File: src/rtl/smt_pkg.sv
// ----------------------------------------------------------------------------
// smt_pkg: shared types and codes for the set membership table
// Holds the probe word passed along the cell chain, the commit command
// broadcast to all cells, and the operation codes.
// ----------------------------------------------------------------------------
`timescale 1ns / 1ps

package smt_pkg;

   localparam int ValueWidth = 32;
   localparam int CountWidth = 5;

   // operation codes
   localparam logic [1:0] OP_INSERT = 2'd0;
   localparam logic [1:0] OP_REMOVE = 2'd1;
   localparam logic [1:0] OP_LOOKUP = 2'd2;

   // probe word travelling down the chain, one cell per cycle
   typedef struct packed {
      logic                  active;
      logic [ValueWidth-1:0] value;
      logic                  hit;   // some earlier cell holds the value
      logic                  free;  // some earlier cell is empty
   } probe_type;

   // commit command, broadcast to every cell at the end of a scan
   typedef struct packed {
      logic insert;
      logic remove;
   } commit_type;

endpackage

File: src/rtl/set_membership_table.sv
// ----------------------------------------------------------------------------
// set_membership_table: bounded set of distinct 32-bit values
// The probe word crosses the chain of CAPACITY cells at one cell per cycle;
// the scan result is then registered, and the response is raised once free.
// One operation at a time: a new word is accepted only in the idle state.
// Reset empties the set at once (valid marks cleared); no clearing pass.
// ----------------------------------------------------------------------------
`timescale 1ns / 1ps

module set_membership_table #(
   parameter int CAPACITY = 16
) (
   input  logic                                 clock,
   input  logic                                 reset,
   input  logic                                 req_valid,
   output logic                                 req_ready,
   input  logic [1:0]                           req_mode,
   input  logic signed [smt_pkg::ValueWidth-1:0] req_element_value,
   output logic                                 rsp_valid,
   input  logic                                 rsp_ready,
   output logic                                 rsp_success,
   output logic                                 rsp_full_reject,
   output logic [smt_pkg::CountWidth-1:0]       rsp_element_count,
   output logic                                 rsp_is_empty
);

   localparam int CntW = $clog2(CAPACITY + 1);

   localparam logic [1:0] S_IDLE = 2'd0;
   localparam logic [1:0] S_SCAN = 2'd1;
   localparam logic [1:0] S_DONE = 2'd2;

   logic [1:0]          state_ff, state_in;
   logic [1:0]          mode_ff, mode_in;
   logic                hit_ff, hit_in;
   logic                free_ff, free_in;
   logic [CntW-1:0]     count_ff, count_in;
   logic                rsp_valid_ff, rsp_valid_in;
   logic                success_ff, success_in;
   logic                full_ff, full_in;
   logic [CntW-1:0]     rsp_count_ff, rsp_count_in;
   logic                accept;
   logic                rsp_free;

   smt_pkg::probe_type  chain [0:CAPACITY];
   smt_pkg::commit_type cmt;

   assign req_ready = (state_ff == S_IDLE);
   assign accept    = req_valid && req_ready;
   assign rsp_free  = ~rsp_valid_ff | rsp_ready;

   always_comb begin
      chain[0].active = accept;
      chain[0].value  = req_element_value;
      chain[0].hit    = 1'b0;
      chain[0].free   = 1'b0;
   end

   for (genvar i = 0; i < CAPACITY; i++) begin : g_cell
      smt_cell u_cell (
         .clock     (clock),
         .reset     (reset),
         .probe_in  (chain[i]),
         .commit    (cmt),
         .probe_out (chain[i+1])
      );
   end

   always_comb begin
      state_in     = state_ff;
      mode_in      = mode_ff;
      hit_in       = hit_ff;
      free_in      = free_ff;
      count_in     = count_ff;
      rsp_valid_in = rsp_valid_ff & ~rsp_ready;
      success_in   = success_ff;
      full_in      = full_ff;
      rsp_count_in = rsp_count_ff;
      cmt.insert   = 1'b0;
      cmt.remove   = 1'b0;

      unique case (state_ff)
         S_IDLE: begin
            if (accept) begin
               mode_in  = req_mode;
               state_in = S_SCAN;
            end
         end
         S_SCAN: begin
            if (chain[CAPACITY].active) begin
               hit_in   = chain[CAPACITY].hit;
               free_in  = chain[CAPACITY].free;
               state_in = S_DONE;
            end
         end
         S_DONE: begin
            if (rsp_free) begin
               success_in = 1'b0;
               full_in    = 1'b0;
               priority if (mode_ff == smt_pkg::OP_INSERT) begin
                  if (!hit_ff) begin
                     if (free_ff) begin
                        cmt.insert = 1'b1;
                        success_in = 1'b1;
                        count_in   = CntW'(count_ff + 1'b1);
                     end else begin
                        full_in = 1'b1;
                     end
                  end
               end else if (mode_ff == smt_pkg::OP_REMOVE) begin
                  if (hit_ff) begin
                     cmt.remove = 1'b1;
                     success_in = 1'b1;
                     count_in   = CntW'(count_ff - 1'b1);
                  end
               end else if (mode_ff == smt_pkg::OP_LOOKUP) begin
                  success_in = hit_ff;
               end else begin
                  // unused code: no change, report current count
                  success_in = 1'b0;
               end
               rsp_count_in = count_in;
               rsp_valid_in = 1'b1;
               state_in     = S_IDLE;
            end
         end
         default: begin
            state_in = S_IDLE;
         end
      endcase
   end

   always_ff @(posedge clock) begin
      if (reset) begin
         state_ff     <= S_IDLE;
         count_ff     <= '0;
         rsp_valid_ff <= 1'b0;
      end else begin
         state_ff     <= state_in;
         count_ff     <= count_in;
         rsp_valid_ff <= rsp_valid_in;
      end
      mode_ff      <= mode_in;
      hit_ff       <= hit_in;
      free_ff      <= free_in;
      success_ff   <= success_in;
      full_ff      <= full_in;
      rsp_count_ff <= rsp_count_in;
   end

   assign rsp_valid         = rsp_valid_ff;
   assign rsp_success       = success_ff;
   assign rsp_full_reject   = full_ff;
   assign rsp_element_count = smt_pkg::CountWidth'(rsp_count_ff);
   assign rsp_is_empty      = (rsp_count_ff == '0);

   a_count_bound: assert property (@(posedge clock) disable iff (reset)
      count_ff <= CntW'(CAPACITY))
      else $error("element count exceeds capacity");

   a_probe_exit_in_scan: assert property (@(posedge clock) disable iff (reset)
      chain[CAPACITY].active |-> (state_ff == S_SCAN))
      else $error("probe left the chain outside a scan");

   a_commit_exclusive: assert property (@(posedge clock) disable iff (reset)
      !(cmt.insert && cmt.remove))
      else $error("insert and remove committed together");

   a_accept_starts_scan: assert property (@(posedge clock) disable iff (reset)
      accept |=> (state_ff == S_SCAN))
      else $error("accepted word did not start a scan");

   a_rsp_from_done: assert property (@(posedge clock) disable iff (reset)
      $rose(rsp_valid_ff) |-> ($past(state_ff) == S_DONE))
      else $error("response raised outside the done step");

endmodule

File: src/rtl/smt_cell.sv
// ----------------------------------------------------------------------------
// smt_cell: one entry of the set membership table
// Holds a value and its valid mark, compares the passing probe word,
// remembers whether it is the matching or the chosen free entry, and
// applies the broadcast commit.
// ----------------------------------------------------------------------------
`timescale 1ns / 1ps

module smt_cell (
   input  logic                   clock,
   input  logic                   reset,
   input  smt_pkg::probe_type     probe_in,
   input  smt_pkg::commit_type    commit,
   output smt_pkg::probe_type     probe_out
);

   logic [smt_pkg::ValueWidth-1:0] value_ff, value_in;
   logic                           valid_ff, valid_in;
   logic                           hit_mark_ff, hit_mark_in;
   logic                           free_mark_ff, free_mark_in;
   smt_pkg::probe_type             probe_ff, probe_in_nx;
   logic                           match;

   assign match = valid_ff && (value_ff == probe_in.value);

   always_comb begin
      probe_in_nx        = probe_in;
      probe_in_nx.hit    = probe_in.hit | match;
      probe_in_nx.free   = probe_in.free | ~valid_ff;

      value_in     = value_ff;
      valid_in     = valid_ff;
      hit_mark_in  = hit_mark_ff;
      free_mark_in = free_mark_ff;

      if (probe_in.active) begin
         hit_mark_in  = match;
         // only the lowest empty entry claims the probe
         free_mark_in = ~valid_ff & ~probe_in.free;
         if (~valid_ff & ~probe_in.free) begin
            value_in = probe_in.value;
         end
      end

      if (commit.insert && free_mark_ff) begin
         valid_in = 1'b1;
      end
      if (commit.remove && hit_mark_ff) begin
         valid_in = 1'b0;
      end
   end

   always_ff @(posedge clock) begin
      if (reset) begin
         valid_ff        <= 1'b0;
         hit_mark_ff     <= 1'b0;
         free_mark_ff    <= 1'b0;
         probe_ff.active <= 1'b0;
      end else begin
         valid_ff        <= valid_in;
         hit_mark_ff     <= hit_mark_in;
         free_mark_ff    <= free_mark_in;
         probe_ff.active <= probe_in_nx.active;
      end
      value_ff       <= value_in;
      probe_ff.value <= probe_in_nx.value;
      probe_ff.hit   <= probe_in_nx.hit;
      probe_ff.free  <= probe_in_nx.free;
   end

   assign probe_out = probe_ff;

endmodule

File: config.mk
export PLATFORM = sky130hd
export DESIGN_NAME = set_membership_table
export DESIGN_NICKNAME = d
export VERILOG_FILES = /design/src/rtl/smt_pkg.sv /design/src/rtl/set_membership_table.sv /design/src/rtl/smt_cell.sv
export SDC_FILE = /design/constraint.sdc
export NUM_CORES = 1
export LEC_CHECK = 0
export BUFFER_PORTS_ARGS = -buffer_cell sky130_fd_sc_hd__buf_2
export CORE_MARGIN = 8
export CORE_UTILIZATION = 42
export DETAILED_ROUTE_END_ITERATION = 8
export GPL_TIMING_DRIVEN = 0
export SETUP_SLACK_MARGIN = 0.5
export SLEW_MARGIN = 10
export SYNTH_ARGS = -nofsm -noshare
export SYNTH_HDL_FRONTEND = slang
export SYNTH_SLANG_ARGS = --single-unit
File: constraint.sdc
create_clock -name clock -period 4 [get_ports clock]
set_input_delay 0.4 -clock clock [delete_from_list [all_inputs] [get_ports clock]]
set_output_delay 0.4 -clock clock [all_outputs]
set_load 0.01 [all_outputs]
==> results of run 1 <==
==> worst reg2reg max path: stages, from the launching register on <==
cell and delay, ns:
dfxtp_1 0.40, nor2b_1 0.19, nand2_1 0.24, nor2_1 0.55, buf_2 0.44, a211oi_2 0.13
==> sequential cells by signal, summed over array words and instances, names as in the netlist, 2 cells and up <==
signal,count
g_cell.u_cell.free_mark_ff,16
g_cell.u_cell.valid_ff,16
g_cell.u_cell.value_ff,512
mode_ff,2
rsp_element_count,5
count_ff,5
state_ff,2
g_cell.u_cell.hit_mark_ff,16
g_cell.u_cell.probe_out,528
==> cell usage after synthesis, drive strengths merged <==
master | n | area, um^2
nand4 | 95 | 609.3
xor2 | 133 | 1165
dfxtp | 584 | 11690
xnor2 | 378 | 3311
nand3b | 2 | 15.01
a211oi | 16 | 170.2
a21oi | 39 | 229.0
nand2b | 41 | 256.5
a21boi | 1 | 7.510
nor3 | 30 | 150.1
clkbuf | 7 | 26.28
nor2b | 3 | 18.77
o22ai | 1 | 12.51
o2111a | 1 | 11.26
nand4b | 2 | 17.52
o21ai | 5 | 25.02
and3 | 1 | 6.260
or3 | 3 | 18.77
or4 | 2 | 18.77
o221ai | 1 | 8.760
nor2 | 61 | 245.2
or4b | 1 | 13.76
o41ai | 1 | 16.27
nor4 | 47 | 294.0
o2111ai | 1 | 8.760
edfxtp | 523 | 15710
buf | 7 | 52.55
a2111oi | 1 | 8.760
nor4b | 2 | 23.77
nor3b | 1 | 7.510
a222oi | 1 | 10.01
o31ai | 14 | 105.1
ha | 2 | 25.02
a221o | 1 | 10.01
inv | 28 | 105.1
o211ai | 1 | 7.510
nand3 | 17 | 85.08
nand2 | 35 | 131.4
==> layout make-up <==
class                   count  area (um^2)  share of cell area
plain buffers              14        78.83            0.001945
flip-flops and latches   1107        27400              0.6760
inverters                  28        105.1            0.002593
repair buffers            123        928.4             0.02291
multi-input cells         940         7126              0.1758
clock inverters            39        493.0             0.01216
well taps                1070         1339             0.03303
clock buffers             159         3063             0.07557
==> metal layers <==
layer | global-route usage | vias up | routed length [um]
met3 | 0.02453 | 104 | 1587
met1 | 0.1696 | 7944 | 26560
met2 | 0.2436 | 178 | 32080
li1 | - | 7856 | -
met5 | 0 | - | 0
met4 | 0.03922 | 0 | 1329
==> final timing paths <==
check                                                     from                         endpoint  slack (ns)  cells after the start
worst min register to register  g_cell[9].u_cell.probe_out[20]  g_cell[10].u_cell.probe_out[20]        0.36                      0
worst max register to register                     state_ff[1]        g_cell[1].u_cell.valid_ff        1.91                      5
worst max-delay path                      rsp_element_count[0]                     rsp_is_empty        1.83                      3
worst min-delay path                                 rsp_ready                        rsp_valid        0.06                      3
==> cells by family after synthesis <==
| kind of cell | synth area share |
|---|---|
| AND/OR/NAND/NOR | 0.05522 |
| XOR/XNOR | 0.1293 |
| AO/OA/AOI/OAI | 0.01821 |
| adder cells (fa/ha/maj) | 0.0007226 |
| buffers and inverters | 0.005312 |
| flip-flops | 0.7913 |
==> where the power goes <==
| group | switching [mW] | internal, mW |
|---|---|---|
| Clock | 4.09 | 5.83 |
| Sequential | 0.292 | 12.1 |
| Combinational | 0.170 | 0.221 |
==> reports/results.txt, run 1 <==
Synth warnings - 0
Ant diodes - 0
Grt total ovfl - 0
Max-slew violations - 0
Post-layout nets - 2358
Final Instance Area - 40530 um^2
Area delta synth->final - 17.06%
Startpoint types - register
Register area share after synthesis - 0.7913
Required time worst endpoint - 3.60 ns
Lkg Pwr - 13.92 nW
Commonest non-fill, non-tap cell in the layout - dfxtp_1
Min Hold Slack - 0.06417 ns
CTS H-tree depth - 3
WL final - 61560 um
Worst EP arrival - 1.77 ns
Setup slack after layout - 1.830 ns
IR drop worst, VDD - 0.3571 mV
Commonest non-fill, non-tap cells in the layout - 584 x dfxtp_1, 523 x edfxtp_1, 378 x xnor2_1
Die X - 303.1 um
Core ar. - 81850 um^2
GR Util All Layers - 0.1368
Fillers - 6702
Top delay family on crit path - simple AND/OR/NAND/NOR gates
Crit share post-route - 0.5426
Initial antenna violation count - 1
Initial core utilization - 0.4230
Syn_nets - 2129
DPL Wire Length - 44620 um
TritonRoute pass-1 iters - 4
#FFs+latches synth - 1107
Hold_buf cts - 34
Largest net degree at the start of global routing - 33
Crit-path max cell delay - 0.52 ns
Status - finished clean
Fraction of layout cells with a size suffix above 1 - 0.1220
Post-Layout Cell Count - 3480
Min Tclk post-route - 2.170 ns
Vias per cell - 4.621
Critical path, cell by cell - or4_1, nor2_1, buf_2
Clock buffer depth - 3
Residual DRC - 0
Worst Tran Pin Value - 0.8807 ns
Clock tree sinks - 1107
Vias in the first global route - 16919
Routability cong. - 0.7689
Worst skew pair latency - 0.67 ns
Max Cap Viol - 0
Setup Fix Bufs, Post-CTS - 0
Inst Count DP - 3248
Crit end category - output pin
CTS tree - done
Synth Instances - 2089
Overall die height - 303.1 um
Power per cell area - 560.9 nW/um^2
First-pass GRT wire length - 98400 um
Vias - 16082
IO Pins - 48
Hold WC Path Type - in2reg
DR WL/cell - 17.69 um
Critical path class - reg2out
Post-cts sizing count - 0
Post-Syn Area - 34620 um^2
DP Area - 36630 um^2
Final Hold Viols - 0
Num CTS Buffers - 104
Fin util - 0.4952
Die area - 91880 um^2
# port buffers - 46
Initial DRC Count - 830
# rows - 105
Max Clk Rate - 0.4608 GHz
Crit Path Max Fanout - 2
Root buf cell - clkbuf_16
Syn Area/Cell - 16.57 um^2
Clock Skew - 0.03196 ns
Total power - 22.73 mW
Worst Path Buf+Inv - 1
Rel. slew slack - 0.4097
Setup Viol. Count Final - 0
CTS clk-pin slew, worst paths - 0.06 ns
Pre-CTS setup slack - 1.724 ns
Setup TNS Final - 0 ns
RSZ-0062 raised after global routing - false
Antenna viol nets, final - 0
Slowest stage cell, crit path - or4_1
Yosys cell types - 48
(Power assumes the default switching activity.)
==> inputs of run 2 (changes only) <==
- ABC_AREA: unset -> 1
- clock period: 4 -> 2.1 ns (I/O delays scaled with it)
==> run 2 against run 1 <==
  * Clock power rose by 88%
  * Die area rose by 8.0%
  * Area after synthesis rose by 8.4%
  * Power rose by 90%
  * Clock skew fell by 0.0089 ns
  * Synthesized cell count rose by 60%
  * Critical endpoint unchanged
==> reports/results.txt, run 2 <==
Crit end category - output pin
Die X - 315.0 um (+3.9%)
Min Tclk post-route - 1.737 ns
Clock tree sinks - 1107 (unchanged)
Die area - 99200 um^2 (+8.0%)
Syn Area/Cell - 11.25 um^2 (-32%)
Top delay family on crit path - flip-flops
DRT met1 WL - 24660 um (-7.2%)
Overall die height - 315.0 um (+3.9%)
Yosys cell types - 33 (-31%)
Crit-path max cell delay - 0.40 ns (-0.12 ns)
Setup TNS Final - 0 ns (unchanged)
Post-Layout Cell Count - 4891 (+41%)
Vias - 20930 (+30%)
RSZ-0062 raised after global routing - true
Syn_nets - 3377 (+59%)
Vias in the first global route - 20078 (+19%)
Num CTS Buffers - 103 (-0.96%)
Slowest stage cell, crit path - edfxtp_1
Largest net degree at the start of global routing - 34 (+3.0%)
Max-slew violations - 0 (unchanged)
#FFs+latches synth - 1107 (unchanged)
Post-synth EDFFs - 523 (unchanged)
DR WL/cell - 12.01 um (-32%)
Synth area leader - edfxtp_1
CTS clk-pin slew, worst paths - 0.07 ns (about the same)
Post-Syn Area - 37540 um^2 (+8.4%)
Fraction of layout cells with a size suffix above 1 - 0.1119 (-0.01008)
Power per cell area - 969.0 nW/um^2 (+73%)
Area delta synth->final - 18.60%
Crit Path Max Fanout - 2 (unchanged)
Max reg flops - 528 (unchanged)
Startpoint types - register
First-pass GRT wire length - 95740 um (-2.7%)
IO Pins - 48 (unchanged)
Commonest non-fill, non-tap cell in the layout - nand2_1
Area fraction of the dominant cell type after synthesis - 0.4184 (-0.03521)
Inst Count DP - 4563 (+40%)
Top layer in use - met4
GR Util All Layers - 0.1171 (-0.01968)
Commonest cells post-synth - 773 x nand2_1, 616 x inv_1, 584 x dfxtp_1, 523 x edfxtp_1, 266 x nor2_1
Post-layout nets - 3677 (+56%)
TritonRoute pass-1 iters - 4 (unchanged)
Grt total ovfl - 0 (unchanged)
CTS H-tree depth - 3 (unchanged)
Synth Instances - 3337 (+60%)
Antenna viol nets, final - 0 (unchanged)
Worst EP arrival - 1.53 ns (-0.24 ns)
Worst Tran Pin Value - 0.8802 ns (-0.0004596 ns)
Rel. slew slack - 0.4132 (+0.003505)
Hold WC Path Type - in2reg
Vias per cell - 4.279 (-7.4%)
Critical path class - reg2out
Most common flop cell mapped by yosys - dfxtp_1
Status - finished clean
Register area - 27400 um^2 (about the same)
Asr flop ratio synth - 0 (unchanged)
Setup Viol. Count Final - 0 (unchanged)
Max Cap Viol - 0 (unchanged)
Worst Path Buf+Inv - 1 (unchanged)
Worst skew pair latency - 0.64 ns (-0.03 ns)
# rows - 109 (+3.8%)
Fillers - 7587 (+13%)
Final Hold Viols - 0 (unchanged)
Crit share post-route - 0.8271
Root buf cell - clkbuf_16
IR drop worst, VDD - 0.7133 mV (+100%)
Critical path, cell by cell - nor3_2, nor3b_2, buf_2
Most common cell in the netlist - nand2_1
Initial DRC Count - 984 (+19%)
Metal2 WL - 30480 um (-5.0%)
Leading post-synthesis cells by cell area - edfxtp_1 42%, dfxtp_1 31%, nand2_1 7.7%, inv_1 6.2%, xnor2_1 3.5%
Core ar. - 88510 um^2 (+8.1%)
Lkg Pwr - 18.83 nW (+35%)
Initial antenna violation count - 1 (unchanged)
Initial core utilization - 0.4241 (+0.001074)
CTS tree - done
DR WL met3 - 1607 um (+1.3%)
Commonest non-fill, non-tap cells in the layout - 771 x nand2_1, 601 x inv_1, 581 x dfxtp_1
Register area share after synthesis - 0.7298 (-0.06143)
Clock Skew - 0.02309 ns (-0.008870 ns)
Required time worst endpoint - 1.89 ns (-1.71 ns)
Residual DRC - 0 (unchanged)
Synth warnings - 0 (unchanged)
Multi-input gate area - 8049 um^2 (+13%)
# port buffers - 46 (unchanged)
Max Clk Rate - 0.5758 GHz
Routability cong. - 0.8296 (+7.9%)
DPL Wire Length - 40950 um (-8.2%)
Clock buffer depth - 3 (unchanged)
Ant diodes - 0 (unchanged)
WL final - 58720 um (-4.6%)
run 2: cell types whose count changed after synthesis, moves of 19 or more:
| cell | change |
|---|---|
| nand2_1 | +738 |
| inv_1 | +589 |
| xnor2_1 | -229 |
| nor2_1 | +206 |
| o21ai_0 | +113 |
| xor2_1 | -80 |
| nand4_1 | -66 |
| nor4_1 | -46 |
| nand3_1 | +42 |
| nand2b_1 | -41 |
| or2_2 | +23 |
| a21oi_1 | +21 |
| o22ai_1 | +19 |
run 2: final cells by class:
class / count / share of cell area
sequential: 1107 / 0.6155
multi-input combinational: 1603 / 0.1808
clock buffer: 155 / 0.06827
inverter: 619 / 0.05219
timing repair buffer: 194 / 0.03890
tap: 1165 / 0.03274
clock inverter: 39 / 0.01029
buffer: 9 / 0.001293
run 2: kinds of logic (layout without fill, tap and decap cells):
logic type      count (synthesis)  in the layout  synth area share
compound gates                211            211           0.03233
buf+inv                       628           1016           0.06320
xor+xnor                      202            202           0.04713
simple gates                 1187           1188            0.1268
fa+ha+maj                       2              2         0.0006665
flops                        1107           1107            0.7298
run 2: worst paths after layout:
kind / from / to / slack (ns) / cells after the start
max: rsp_element_count[3] / rsp_is_empty / 0.36 / 3
min: reset / g_cell[9].u_cell.valid_ff / 0.07 / 2
max reg2reg: mode_ff[1] / g_cell[1].u_cell.valid_ff / 0.55 / 6
min reg2reg: g_cell[7].u_cell.probe_out[26] / g_cell[8].u_cell.probe_out[26] / 0.36 / 0
run 2: repair_timing:
action                                  in CTS  in global routing
hold endpoints to repair                    69                  0
buffers inserted                            15                 82
gates resized for setup                      5                 21
cloned                                       0                  1
pin swaps                                    5                 21
endpoints found under the setup margin     102                242
hold buffers                                36                  0
run 2: through the flow:
| step | total power, mW | util | instance area, um^2 | hold WS [ns] | worst slack [ns] |
|---|---|---|---|---|---|
| global route | 44.76 | 0.5030 | 44520 | 0.05873 | 0.2769 |
| floorplan | 24.53 | - | 37720 | 0.2377 | 0.5014 |
| global placement | 24.85 | 0.4452 | 39410 | 0.3481 | 0.02190 |
| detailed placement | 24.90 | 0.4478 | 39630 | 0.3524 | 0.2121 |
| CTS | 43.70 | 0.4933 | 43660 | 0.01604 | 0.2475 |
| finish | 43.14 | 0.5030 | 44520 | 0.06776 | 0.3632 |
run 2: power breakdown:
| part | switching (mW) | total [mW] | internal, mW |
|---|---|---|---|
| Sequential | 0.454 | 23.6 | 23.1 |
| Combinational | 0.496 | 0.916 | 0.420 |
| Clock | 7.52 | 18.6 | 11.1 |
| Total | 8.47 | 43.1 | 34.7 |
run 2: per-layer routing:
metal	up-vias	global-route usage
li1	11111	-
met1	9494	0.1339
met2	208	0.2172
met3	117	0.02043
met4	0	0.04415
met5	-	0
